**src/rtl/ssum_pkg.sv**
```systemverilog
// Shared types and constants for the sorted set union merge core.
// No dependencies; imported by every module under rtl/.
package ssum_pkg;

  localparam int VALUE_W        = 32;
  localparam int SSUM_SET_DEPTH = 16;

  typedef enum logic [1:0] {
    MODE_INS_A = 2'd0,
    MODE_INS_B = 2'd1,
    MODE_UNION = 2'd2,
    MODE_NOP   = 2'd3
  } mode_t;

  typedef enum logic [1:0] {
    ST_IDLE = 2'b01,
    ST_EMIT = 2'b10
  } state_t;

  // Command into one chain of cells
  typedef struct packed {
    logic ins;
    logic pop;
  } chain_cmd_t;

  // Status out of one chain: head cell and occupancy flags
  typedef struct packed {
    logic [VALUE_W-1:0] head;
    logic               head_vld;
    logic               next_vld;
    logic               full;
  } chain_stat_t;

endpackage

```
**src/rtl/sorted_set_union_merge_core.sv**
```systemverilog
// Top level of the sorted set union merge core: two cell chains and control.
// Depends on ssum_pkg, ssum_cell and ssum_chain.
//
//   channel | signals                                  | dir
//   --------+------------------------------------------+-----
//   in      | in_valid, in_ready, mode, value          | in
//   out     | out_valid, out_ready, value_res,         | out
//           | has_value, last, overflow                |
//
// On an insert every cell compares and shifts in parallel.
// In a union the heads of the two chains are compared and one element leaves
// per accepted output. Input is not taken while a union run is being emitted;
// out_ready low holds the current element. Reset empties both sets at once;
// no clearing pass.
module sorted_set_union_merge_core #(
  parameter int SET_DEPTH = ssum_pkg::SSUM_SET_DEPTH
) (
  input  logic                              clk,
  input  logic                              rst,
  input  logic                              in_valid,
  output logic                              in_ready,
  input  logic [1:0]                        mode,
  input  logic signed [ssum_pkg::VALUE_W-1:0] value,
  output logic                              out_valid,
  input  logic                              out_ready,
  output logic signed [ssum_pkg::VALUE_W-1:0] value_res,
  output logic                              has_value,
  output logic                              last,
  output logic                              overflow
);
  import ssum_pkg::*;

  state_t      state, state_next;
  logic        dropped;
  chain_cmd_t  a_cmd, b_cmd;
  chain_stat_t a_st, b_st;
  logic        in_acc, out_acc;
  logic        pick_a, pick_b;
  logic        rem_a, rem_b;
  logic signed [VALUE_W-1:0] a_head, b_head;

  ssum_chain #(.SET_DEPTH(SET_DEPTH)) u_chain_a (
    .clk     (clk),
    .rst     (rst),
    .cmd     (a_cmd),
    .ins_val (value),
    .stat    (a_st)
  );

  ssum_chain #(.SET_DEPTH(SET_DEPTH)) u_chain_b (
    .clk     (clk),
    .rst     (rst),
    .cmd     (b_cmd),
    .ins_val (value),
    .stat    (b_st)
  );

  assign in_ready  = (state == ST_IDLE);
  assign out_valid = (state == ST_EMIT);
  assign in_acc    = in_valid && in_ready;
  assign out_acc   = out_valid && out_ready;

  assign a_head = $signed(a_st.head);
  assign b_head = $signed(b_st.head);

  // Equal heads: emit once, pop both sides
  always_comb begin
    pick_a = 1'b0;
    pick_b = 1'b0;
    priority if (a_st.head_vld && b_st.head_vld) begin
      pick_a = (a_head >= b_head);
      pick_b = (b_head >= a_head);
    end else if (a_st.head_vld) begin
      pick_a = 1'b1;
    end else begin
      pick_b = b_st.head_vld;
    end
  end

  assign rem_a = pick_a ? a_st.next_vld : a_st.head_vld;
  assign rem_b = pick_b ? b_st.next_vld : b_st.head_vld;

  assign has_value = a_st.head_vld || b_st.head_vld;
  assign value_res = pick_a ? a_head : (pick_b ? b_head : '0);
  assign last      = !rem_a && !rem_b;
  assign overflow  = dropped;

  assign a_cmd.ins = in_acc && (mode_t'(mode) == MODE_INS_A) && !a_st.full;
  assign b_cmd.ins = in_acc && (mode_t'(mode) == MODE_INS_B) && !b_st.full;
  assign a_cmd.pop = out_acc && pick_a;
  assign b_cmd.pop = out_acc && pick_b;

  always_comb begin
    state_next = state;
    unique case (state)
      ST_IDLE: begin
        if (in_acc && (mode_t'(mode) == MODE_UNION)) begin
          state_next = ST_EMIT;
        end
      end
      ST_EMIT: begin
        if (out_acc && last) begin
          state_next = ST_IDLE;
        end
      end
      default: state_next = ST_IDLE;
    endcase
  end

  always_ff @(posedge clk) begin
    if (rst) begin
      state <= ST_IDLE;
    end else begin
      state <= state_next;
    end
  end

  always_ff @(posedge clk) begin
    if (rst) begin
      dropped <= 1'b0;
    end else if (out_acc && last) begin
      dropped <= 1'b0;
    end else if (in_acc && ((mode_t'(mode) == MODE_INS_A && a_st.full) ||
                            (mode_t'(mode) == MODE_INS_B && b_st.full))) begin
      dropped <= 1'b1;
    end
  end

  a_no_overlap: assert property (@(posedge clk) disable iff (rst)
    !(in_ready && out_valid))
    else $error("input taken during union emission");

  a_empty_is_last: assert property (@(posedge clk) disable iff (rst)
    (out_valid && !has_value) |-> last)
    else $error("empty union result without last mark");

  a_sets_cleared: assert property (@(posedge clk) disable iff (rst)
    (out_valid && out_ready && last) |=> (!a_st.head_vld && !b_st.head_vld && !overflow))
    else $error("sets or overflow not cleared after union run");

  a_pop_has_value: assert property (@(posedge clk) disable iff (rst)
    (a_cmd.pop || b_cmd.pop) |-> (out_valid && has_value))
    else $error("chain popped without an element on the output");

endmodule

```
**src/rtl/ssum_cell.sv**
```systemverilog
// One cell of a sorted chain: holds one element and its valid bit.
// Depends on ssum_pkg; instantiated by ssum_chain.
module ssum_cell (
  input  logic                              clk,
  input  logic                              rst,
  input  ssum_pkg::chain_cmd_t              cmd,
  input  logic signed [ssum_pkg::VALUE_W-1:0] ins_val,
  input  logic                              prev_vld,
  input  logic                              prev_take,
  input  logic signed [ssum_pkg::VALUE_W-1:0] prev_val,
  input  logic                              next_vld,
  input  logic signed [ssum_pkg::VALUE_W-1:0] next_val,
  output logic                              vld,
  output logic                              take,
  output logic signed [ssum_pkg::VALUE_W-1:0] val
);
  import ssum_pkg::*;

  // Chain is kept descending; the new element lands at the first cell that
  // is empty or holds a value not above it.
  assign take = !vld || (val <= ins_val);

  always_ff @(posedge clk) begin
    if (rst) begin
      vld <= 1'b0;
    end else if (cmd.pop) begin
      vld <= next_vld;
    end else if (cmd.ins) begin
      vld <= prev_vld;
    end
  end

  always_ff @(posedge clk) begin
    if (cmd.pop) begin
      val <= next_val;
    end else if (cmd.ins && take) begin
      val <= prev_take ? prev_val : ins_val;
    end
  end

endmodule

```
**src/rtl/ssum_chain.sv**
```systemverilog
// Row of ssum_cell instances holding one sorted set, largest at cell 0.
// Depends on ssum_pkg and ssum_cell; instantiated twice by the top level.
module ssum_chain #(
  parameter int SET_DEPTH = ssum_pkg::SSUM_SET_DEPTH
) (
  input  logic                              clk,
  input  logic                              rst,
  input  ssum_pkg::chain_cmd_t              cmd,
  input  logic signed [ssum_pkg::VALUE_W-1:0] ins_val,
  output ssum_pkg::chain_stat_t             stat
);
  import ssum_pkg::*;

  logic                      vld  [SET_DEPTH];
  logic                      take [SET_DEPTH];
  logic signed [VALUE_W-1:0] val  [SET_DEPTH];

  for (genvar i = 0; i < SET_DEPTH; i++) begin : g_cell
    logic                      p_vld;
    logic                      p_take;
    logic signed [VALUE_W-1:0] p_val;
    logic                      n_vld;
    logic signed [VALUE_W-1:0] n_val;

    if (i == 0) begin : g_first
      assign p_vld  = 1'b1;
      assign p_take = 1'b0;
      assign p_val  = '0;
    end else begin : g_mid
      assign p_vld  = vld[i-1];
      assign p_take = take[i-1];
      assign p_val  = val[i-1];
    end

    if (i == SET_DEPTH - 1) begin : g_last
      assign n_vld = 1'b0;
      assign n_val = '0;
    end else begin : g_inner
      assign n_vld = vld[i+1];
      assign n_val = val[i+1];
    end

    ssum_cell u_cell (
      .clk       (clk),
      .rst       (rst),
      .cmd       (cmd),
      .ins_val   (ins_val),
      .prev_vld  (p_vld),
      .prev_take (p_take),
      .prev_val  (p_val),
      .next_vld  (n_vld),
      .next_val  (n_val),
      .vld       (vld[i]),
      .take      (take[i]),
      .val       (val[i])
    );
  end

  assign stat.head     = val[0];
  assign stat.head_vld = vld[0];
  assign stat.full     = vld[SET_DEPTH-1];

  if (SET_DEPTH > 1) begin : g_next
    assign stat.next_vld = vld[1];
  end else begin : g_no_next
    assign stat.next_vld = 1'b0;
  end

endmodule
```
**config.mk**
```make
export PLATFORM = sky130hd
export DESIGN_NAME = sorted_set_union_merge_core
export DESIGN_NICKNAME = d
export VERILOG_FILES = /design/src/rtl/ssum_pkg.sv /design/src/rtl/sorted_set_union_merge_core.sv /design/src/rtl/ssum_cell.sv /design/src/rtl/ssum_chain.sv
export SDC_FILE = /design/constraint.sdc
export NUM_CORES = 2
export LEC_CHECK = 0
export BUFFER_PORTS_ARGS = -buffer_cell sky130_fd_sc_hd__buf_2
export CORE_MARGIN = 2
export CORE_UTILIZATION = 55
export CTS_BUF_LIST = sky130_fd_sc_hd__clkbuf_8
export CTS_CLUSTER_DIAMETER = 150
export CTS_CLUSTER_SIZE = 40
export DETAILED_ROUTE_END_ITERATION = 12
export GPL_TIMING_DRIVEN = 0
export PLACE_DENSITY = 0.78
export SLEW_MARGIN = 40
export SYNTH_ARGS = -nofsm -noshare
export SYNTH_HDL_FRONTEND = slang
export SYNTH_SLANG_ARGS = --single-unit
```
**constraint.sdc**
```tcl
create_clock -name clk -period 7.2 [get_ports clk]
set_input_delay 1.08 -clock clk [delete_from_list [all_inputs] [get_ports clk]]
set_output_delay 1.08 -clock clk [all_outputs]
set_load 0.05 [all_outputs]
```
* Word level (Yosys, flattened, before mapping)
Index checks and enable logic that the tools add are counted.
Word-level totals: register bits 1059, bits in latches 0, memory bits (writable) 0, bits in read-only memories 0, input bits 38, memories 0
Cells by class: add/subtract/negate cells 0, multiply operators 0, div/mod/pow operators 0, $lt $le $gt $ge 34, equality and inequality tests 6, shifts and indexed selects 0, muxes and demuxes 161, bitwise logic cells 0, reductions and logical operators 152
Operators with widths (count):
- 32-bit 2-to-1 mux | 92
- 32-bit less-or-equal comparator | 32
- 1-bit 2-to-1 mux | 66
- 32-bit greater-or-equal comparator | 2
- 2-bit nonzero test | 32
- 1-bit logical AND | 47
- 1-bit logical NOT | 34
- 1-bit logical OR | 34
- 2-bit OR reduction | 3
- 2-bit by 1-bit equality test with 1-bit output (second input constant) | 2
- 2-bit equality test (second input constant) | 2
- 2-bit 2-to-1 mux | 2
- 2-bit by 1-bit != test with 1-bit output (second input constant) | 2
- 2-bit one-hot mux with 2 select lines | 1
- 2-bit logical NOT | 1
- 2-bit AND reduction | 1

* Logic depth before layout (Yosys ltp)
word-level depth 8, gate-level depth with buffers 14, mapped depth without buffers 10

* Modules after synthesis
A second synthesis with hierarchy kept.
Second synthesis, totals: cell total of the unflattened synthesis 8674, area total of the unflattened synthesis 81510.7 µm²
By module, submodules not included:
- ssum_cell | instances 32, cells each 264, area an instance 2497.4 µm²
- sorted_set_union_merge_core | instances 1, cells each 216, area an instance 1534.0 µm²
- ssum_chain | instances 2, cells each 5, area an instance 30.0 µm²

* Worst setup path before layout
No wires, ideal clock.
kind input port to flip-flop, start input port value[31] in the netlist's numbering, end register u_chain_a.g_cell[8].u_cell.val[0] in the netlist's numbering, enable pin, data arrival time 6185 ps, data required time 6734 ps, slack 549 ps, stages on the path 10, path buffers 1, cell sequence inv_1 > ha_1 > nand2_1 > or4_4 > or4_4 > o31a_2 > nand2_1 > mux2i_4 > buf_8 > o21ai_0
Between the ends: cells in the longest elaborated chain, start to end 4
Ends and longest elaborated chain:
- from (decl) | line sorted_set_union_merge_core.sv:23 | input logic signed [ssum_pkg::VALUE_W-1:0] value,
- 32-bit less-or-equal comparator | line ssum_cell.sv:21 | assign take = !vld || (val <= ins_val);
- 1-bit logical OR | line ssum_cell.sv:21
- 1-bit logical AND | line ssum_cell.sv:36 | end else if (cmd.ins && take) begin
- 2-bit nonzero test (no source line)
- to (signal assigned) | line ssum_cell.sv:35 | val <= next_val;
- to (signal assigned) | line ssum_cell.sv:37 | val <= prev_take ? prev_val : ins_val;
- to (decl) | line ssum_cell.sv:15 | output logic signed [ssum_pkg::VALUE_W-1:0] val
Every way passes these cells. A chain may end at the register's enable or synchronous reset.

* Worst setup path in the final report
start register u_chain_b.g_cell[0].u_cell.val[31] in the netlist's numbering, end output port value_res[14] in the netlist's numbering
Between the ends: cells in the longest elaborated chain, start to end 4, elaborated cells between the ends (all ways) 6, those cells by class 2 x order compare; 4 x mux
Ends and longest elaborated chain:
- from (decl) | line ssum_cell.sv:15
- from (signal assigned) | line ssum_cell.sv:35
- from (signal assigned) | line ssum_cell.sv:37
- 32-bit greater-or-equal comparator | line sorted_set_union_merge_core.sv:72 | pick_b = (b_head >= a_head);
- 1-bit 2-to-1 mux | line sorted_set_union_merge_core.sv:70 | priority if (a_st.head_vld && b_st.head_vld) begin
- 32-bit 2-to-1 mux | line sorted_set_union_merge_core.sv:84 | assign value_res = pick_a ? a_head : (pick_b ? b_head : '0);
- 32-bit 2-to-1 mux (*) | line sorted_set_union_merge_core.sv:84
- to (decl) | line sorted_set_union_merge_core.sv:26 | output logic signed [ssum_pkg::VALUE_W-1:0] value_res,
Mark *: on every way between the ends. The rest lies on a longest branch, timed or not.

==> tab_implementation.tex <==
\begin{tabular}{lr}
\hline
Metric & Value \\
\hline
\multicolumn{2}{l}{\textbf{Die}} \\
\quad Area of the die & 140000 sq um \\
\quad Initial Utilization & 0.556 \\
\quad I/O pin count & 75 \\
\quad Core Box Area & approximately 140000 sq um \\
\quad Placement Rows & 135 \\
\quad Height of the chip & 374 microns \\
\quad Die X-Extent & 374 microns \\
\multicolumn{2}{l}{\textbf{STA}} \\
\quad Min cycle time layout & $\sim$6.8 ns \\
\quad Worst clock skew on the final layout & between 0.1 and 0.15 ns \\
\quad Maximum operating frequency & 148 MHz \\
\quad Final critical-path share of the clock period & 0.940 \\
\quad Number of failing setup endpoints in the final timing report & 0 \\
\quad Remaining max-slew budget at the tightest pin & 0.367 \\
\quad Hold Fails Final Rpt & 0 \\
\quad Unrepaired setup endpoints after global routing & false \\
\quad Max Transition Viols Final & 0 \\
\quad Hold WS & 0.489 ns \\
\quad Slew at the pin with the worst max-slew slack & 0.925 ns \\
\multicolumn{2}{l}{\textbf{Routing}} \\
\quad Final wirelength & approximately 290 mm \\
\quad Detailed router's first-iteration violation count & 9826 \\
\quad Final routed DRC violation total & 0 \\
\quad Highest routing layer actually used & met5 \\
\quad Met2 wire length & 119 mm \\
\quad Vias & 65800 \\
\quad Met3 WL post-DR & between 40 and 50 mm \\
\quad Number of routed nets with antenna violations & 0 \\
\quad DR pass1 iterations & 6 \\
\quad WL/cell & 30.9 microns \\
\quad Per-cell via count in the routed design & between 6 and 7 \\
\quad Metal1 wirelength & 113 mm \\
\multicolumn{2}{l}{\textbf{Yosys}} \\
\quad Leading cell types by count after synthesis & 1234 x sky130\_fd\_sc\_hd\_\_nand2\_1, 1035 x sky130\_fd\_sc\_hd\_\_o21ai\_0, 992 x sky130\_fd\_sc\_hd\_\_ha\_1 \\
\quad Area leader, netlist & sky130\_fd\_sc\_hd\_\_edfxtp\_1 \\
\quad \#FFs+latches synth & between 1000 and 1500 \\
\quad Leading cell types by total area after synthesis & sky130\_fd\_sc\_hd\_\_edfxtp\_1 38\%, sky130\_fd\_sc\_hd\_\_ha\_1 16\%, sky130\_fd\_sc\_hd\_\_mux2i\_1 12\% \\
\quad Count of cell types in the netlist & a little over 80 \\
\quad Number of warning messages in the yosys log & 0 \\
\quad Cell area after synthesis & 75500 sq um \\
\quad Cells after Synth & 7530 \\
\quad Share of the synthesized area in the top cell type & 0.382 \\
\quad Sequential-to-total area share from yosys stat & 0.408 \\
\quad Count leader, synth & sky130\_fd\_sc\_hd\_\_nand2\_1 \\
\quad Syn Nets & 8560 \\
\quad Fraction of synthesis flops using an asynchronous set or reset pin & 0 \\
\quad Dominant register cell in the synthesized netlist & sky130\_fd\_sc\_hd\_\_edfxtp\_1 \\
\quad Number of enable-type register cells in the synthesized netlist & 960 \\
\quad Syn avg cell area & 10.0 sq um \\
\multicolumn{2}{l}{\textbf{Power and ir drop}} \\
\quad Highest ir drop seen on vdd & $\sim$0.00016 V \\
\quad Leakage dissipation & 31.1 nW \\
\quad Areal power density over the cells & 145 nW/um\^{}2 \\
\multicolumn{2}{l}{\textbf{Placement}} \\
\quad GPL Wtd Cong & 1.02 \\
\quad Instance area at placement & between 80000 and 90000 sq um \\
\quad Dpl hpwl & 237 mm \\
\quad Port bufs & 73 \\
\multicolumn{2}{l}{\textbf{Setup path}} \\
\quad Worst reg2reg startpoint & u\_chain\_b.g\_cell[0].u\_cell.val[31] \\
\quad Req. time, crit path & 6.12 ns \\
\quad Endpoint type of the worst setup path & output pin \\
\quad Ordered list of cells on the worst path & ha\_1 -> nand4\_1 -> nor4\_2 -> o311ai\_0 -> a31o\_2 -> o21a\_1 -> clkbuf\_1 -> clkbuf\_1 -> o21ai\_0 -> buf\_2 \\
\quad Largest incremental delay on the critical path & around 0.78 ns \\
\quad Cell repeated most along the worst path & sky130\_fd\_sc\_hd\_\_clkbuf\_1 \\
\quad Maximum fanout along the worst path & 10 \\
\quad Signal arrival time at the worst endpoint & 5.68 ns \\
\quad Cell with the largest stage delay on the worst path & sky130\_fd\_sc\_hd\_\_o21ai\_0 \\
\quad Critical Setup Path Class & register to output pin \\
\quad Launch point of the worst path & u\_chain\_b.g\_cell[0].u\_cell.val[31] \\
\quad Type of origin of the critical path & register \\
\multicolumn{2}{l}{\textbf{Clock tree}} \\
\quad Post-cts hold buffer count & 0 \\
\quad CTS sink count & 1059 \\
\quad \# Post-CTS Setup Buffers & 0 \\
\quad Worst-path clk slew & 0.23 ns \\
\quad CTS Root Cell & sky130\_fd\_sc\_hd\_\_clkbuf\_8 \\
\quad PostCTS Resize Cnt & 0 \\
\quad Buffer depth of the longest clock path & 3 \\
\quad Clock tree from TritonCTS & built \\
\quad Worst-Skew Late Latency & $\sim$0.89 ns \\
\quad CTS buffer count & 34 \\
\quad H-Tree Level Count & 2 \\
\multicolumn{2}{l}{\textbf{Finish}} \\
\quad Util after Layout & 0.595 \\
\quad Fin area & 80900 sq um \\
\quad Area overhead of the layout relative to synthesis & 7.17\% \\
\quad Fraction of final layout cells sized beyond drive strength 1 & 0.0765 \\
\quad Final \#Nets & 8745 \\
\multicolumn{2}{l}{\textbf{Global routing}} \\
\quad Wire length of the first global-routing pass & 417 mm \\
\quad Overall global routing resource usage & 0.407 \\
\quad Maximum number of pins on one net before global-route repair & 42 \\
\quad Initial antenna violation count & 9 \\
\quad Total grt overflow & 0 \\
\quad Vias in the first global route & 61500 \\
\multicolumn{2}{l}{\textbf{Hold path}} \\
\quad Worst Hold Class & register to register \\
\quad Worst hold path startpoint & u\_chain\_a.g\_cell[15].u\_cell.val[9] \\
\multicolumn{2}{l}{\textbf{Status}} \\
\quad Run status & finished clean \\
\multicolumn{2}{l}{\textbf{Flow run}} \\
\quad Number of max-cap violations & 0 \\
\hline
\end{tabular}
## critical path: cells and delay by family (launching register included)
kind,cells,cell delay [ns]
compound gates,4,1.85
buf+inv,3,1.09
simple gates,2,0.80
flops,1,0.65
fa+ha+maj,1,0.46
## stage by stage
step | total power [W] | worst slack, ns | cells | setup TNS (ns)
2_1_floorplan | 0.00827 | 0.549 | 7530 | 0
3_3_place_gp | 0.00896 | -2.97 | 9384 | -1034.99
3_5_place_dp | 0.00915 | 1.42 | 9460 | 0
4_1_cts | 0.0116 | 0.493 | 9518 | 0
5_1_grt | 0.0120 | 0.334 | 9519 | 0
6_report | 0.0117 | 0.435 | 9528 | 0
## where the power goes
group | internal [W] | leakage (nW) | switching, W | total [W]
clock network | 0.000592 | 0.404 | 0.00202 | 0.00261
logic | 0.000676 | 21.1 | 0.00134 | 0.00202
registers | 0.00691 | 9.62 | 0.000198 | 0.00711
total | 0.00818 | 31.1 | 0.00356 | 0.0117
## area by class of cell
cell class,count,area [sq um]
Timing Repair Buffer,149,1970
Buffer,472,2470
Multi-Input combinational cell,5854,42000
Inverter,145,622
Fill cell,11500,54900
Sequential cell,1059,30800
Clock inverter,20,199
Antenna cell,10,25.0
Tap cell,1781,2230
Clock buffer,38,523
## routing by layer
| layer | vias to the layer above | GRT usage |
|---|---|---|
| met5 | - | 0 |
| li1 | 28700 | - |
| met2 | 4662 | 0.574 |
| met3 | 705 | 0.119 |
| met4 | 6 | 0.242 |
| met1 | 31700 | 0.551 |
## cells in the final DEF, fill, tap and decap left out, types with 31 or more instances in the layout
| cell | netlist | final |
|---|---|---|
| sky130_fd_sc_hd__nand2_1 | 1234 | 1220 |
| sky130_fd_sc_hd__o21ai_0 | 1035 | 1007 |
| sky130_fd_sc_hd__ha_1 | 992 | 992 |
| sky130_fd_sc_hd__edfxtp_1 | 960 | 960 |
| sky130_fd_sc_hd__mux2i_1 | 909 | 905 |
| sky130_fd_sc_hd__a21oi_1 | 331 | 330 |
| sky130_fd_sc_hd__buf_2 | 179 | 252 |
| sky130_fd_sc_hd__nand3_1 | 189 | 189 |
| sky130_fd_sc_hd__clkbuf_1 | 231 | 179 |
| sky130_fd_sc_hd__nor2_1 | 179 | 178 |
| sky130_fd_sc_hd__nand4_1 | 176 | 176 |
| sky130_fd_sc_hd__inv_1 | 145 | 124 |
| sky130_fd_sc_hd__dfxtp_1 | 99 | 99 |
| sky130_fd_sc_hd__o21ai_1 | 87 | 95 |
| sky130_fd_sc_hd__a21o_1 | 69 | 69 |
| sky130_fd_sc_hd__o211ai_1 | 52 | 52 |
| sky130_fd_sc_hd__clkbuf_2 | 0 | 48 |
| sky130_fd_sc_hd__a211oi_1 | 47 | 47 |
| sky130_fd_sc_hd__a31oi_1 | 43 | 43 |
| sky130_fd_sc_hd__buf_6 | 40 | 40 |
| sky130_fd_sc_hd__clkbuf_8 | 0 | 38 |
| sky130_fd_sc_hd__nor2b_1 | 35 | 35 |
| sky130_fd_sc_hd__or3_1 | 35 | 35 |
| sky130_fd_sc_hd__o311ai_0 | 32 | 32 |
| sky130_fd_sc_hd__nor4_1 | 37 | 32 |
| sky130_fd_sc_hd__o2bb2ai_1 | 32 | 32 |
| sky130_fd_sc_hd__inv_4 | 0 | 31 |
## final timing paths
kind                                                      endpoint  slack (ns)  depth (start not counted)
worst max-delay path                                 value_res[14]        0.44                         10
worst min-delay path            u_chain_a.g_cell[15].u_cell.val[9]        0.49                          1
worst max register to register  u_chain_b.g_cell[3].u_cell.val[17]        1.77                         10
worst min register to register  u_chain_a.g_cell[15].u_cell.val[9]        0.49                          1
## flip-flops by register name (all words and copies together), names as in the netlist
register and count:
overflow 1, u_chain_a.g_cell.u_cell.vld 16, state 2, u_chain_b.g_cell.u_cell.vld 16, u_chain_b.g_cell.u_cell.val 512, u_chain_a.g_cell.u_cell.val 512
## logic make-up (layout without fill, tap and decap cells)
kind of cell | Yosys count | count (layout) | synth area share
flip-flops | 1059 | 1059 | 0.408
AND/OR/NAND/NOR | 2010 | 2010 | 0.118
adder cells (fa/ha/maj) | 992 | 992 | 0.164
multiplexers | 913 | 913 | 0.122
buffers and inverters | 617 | 824 | 0.0390
other | 0 | 10 | 0
AO/OA/AOI/OAI | 1939 | 1939 | 0.149
(Power assumes the default switching activity.)
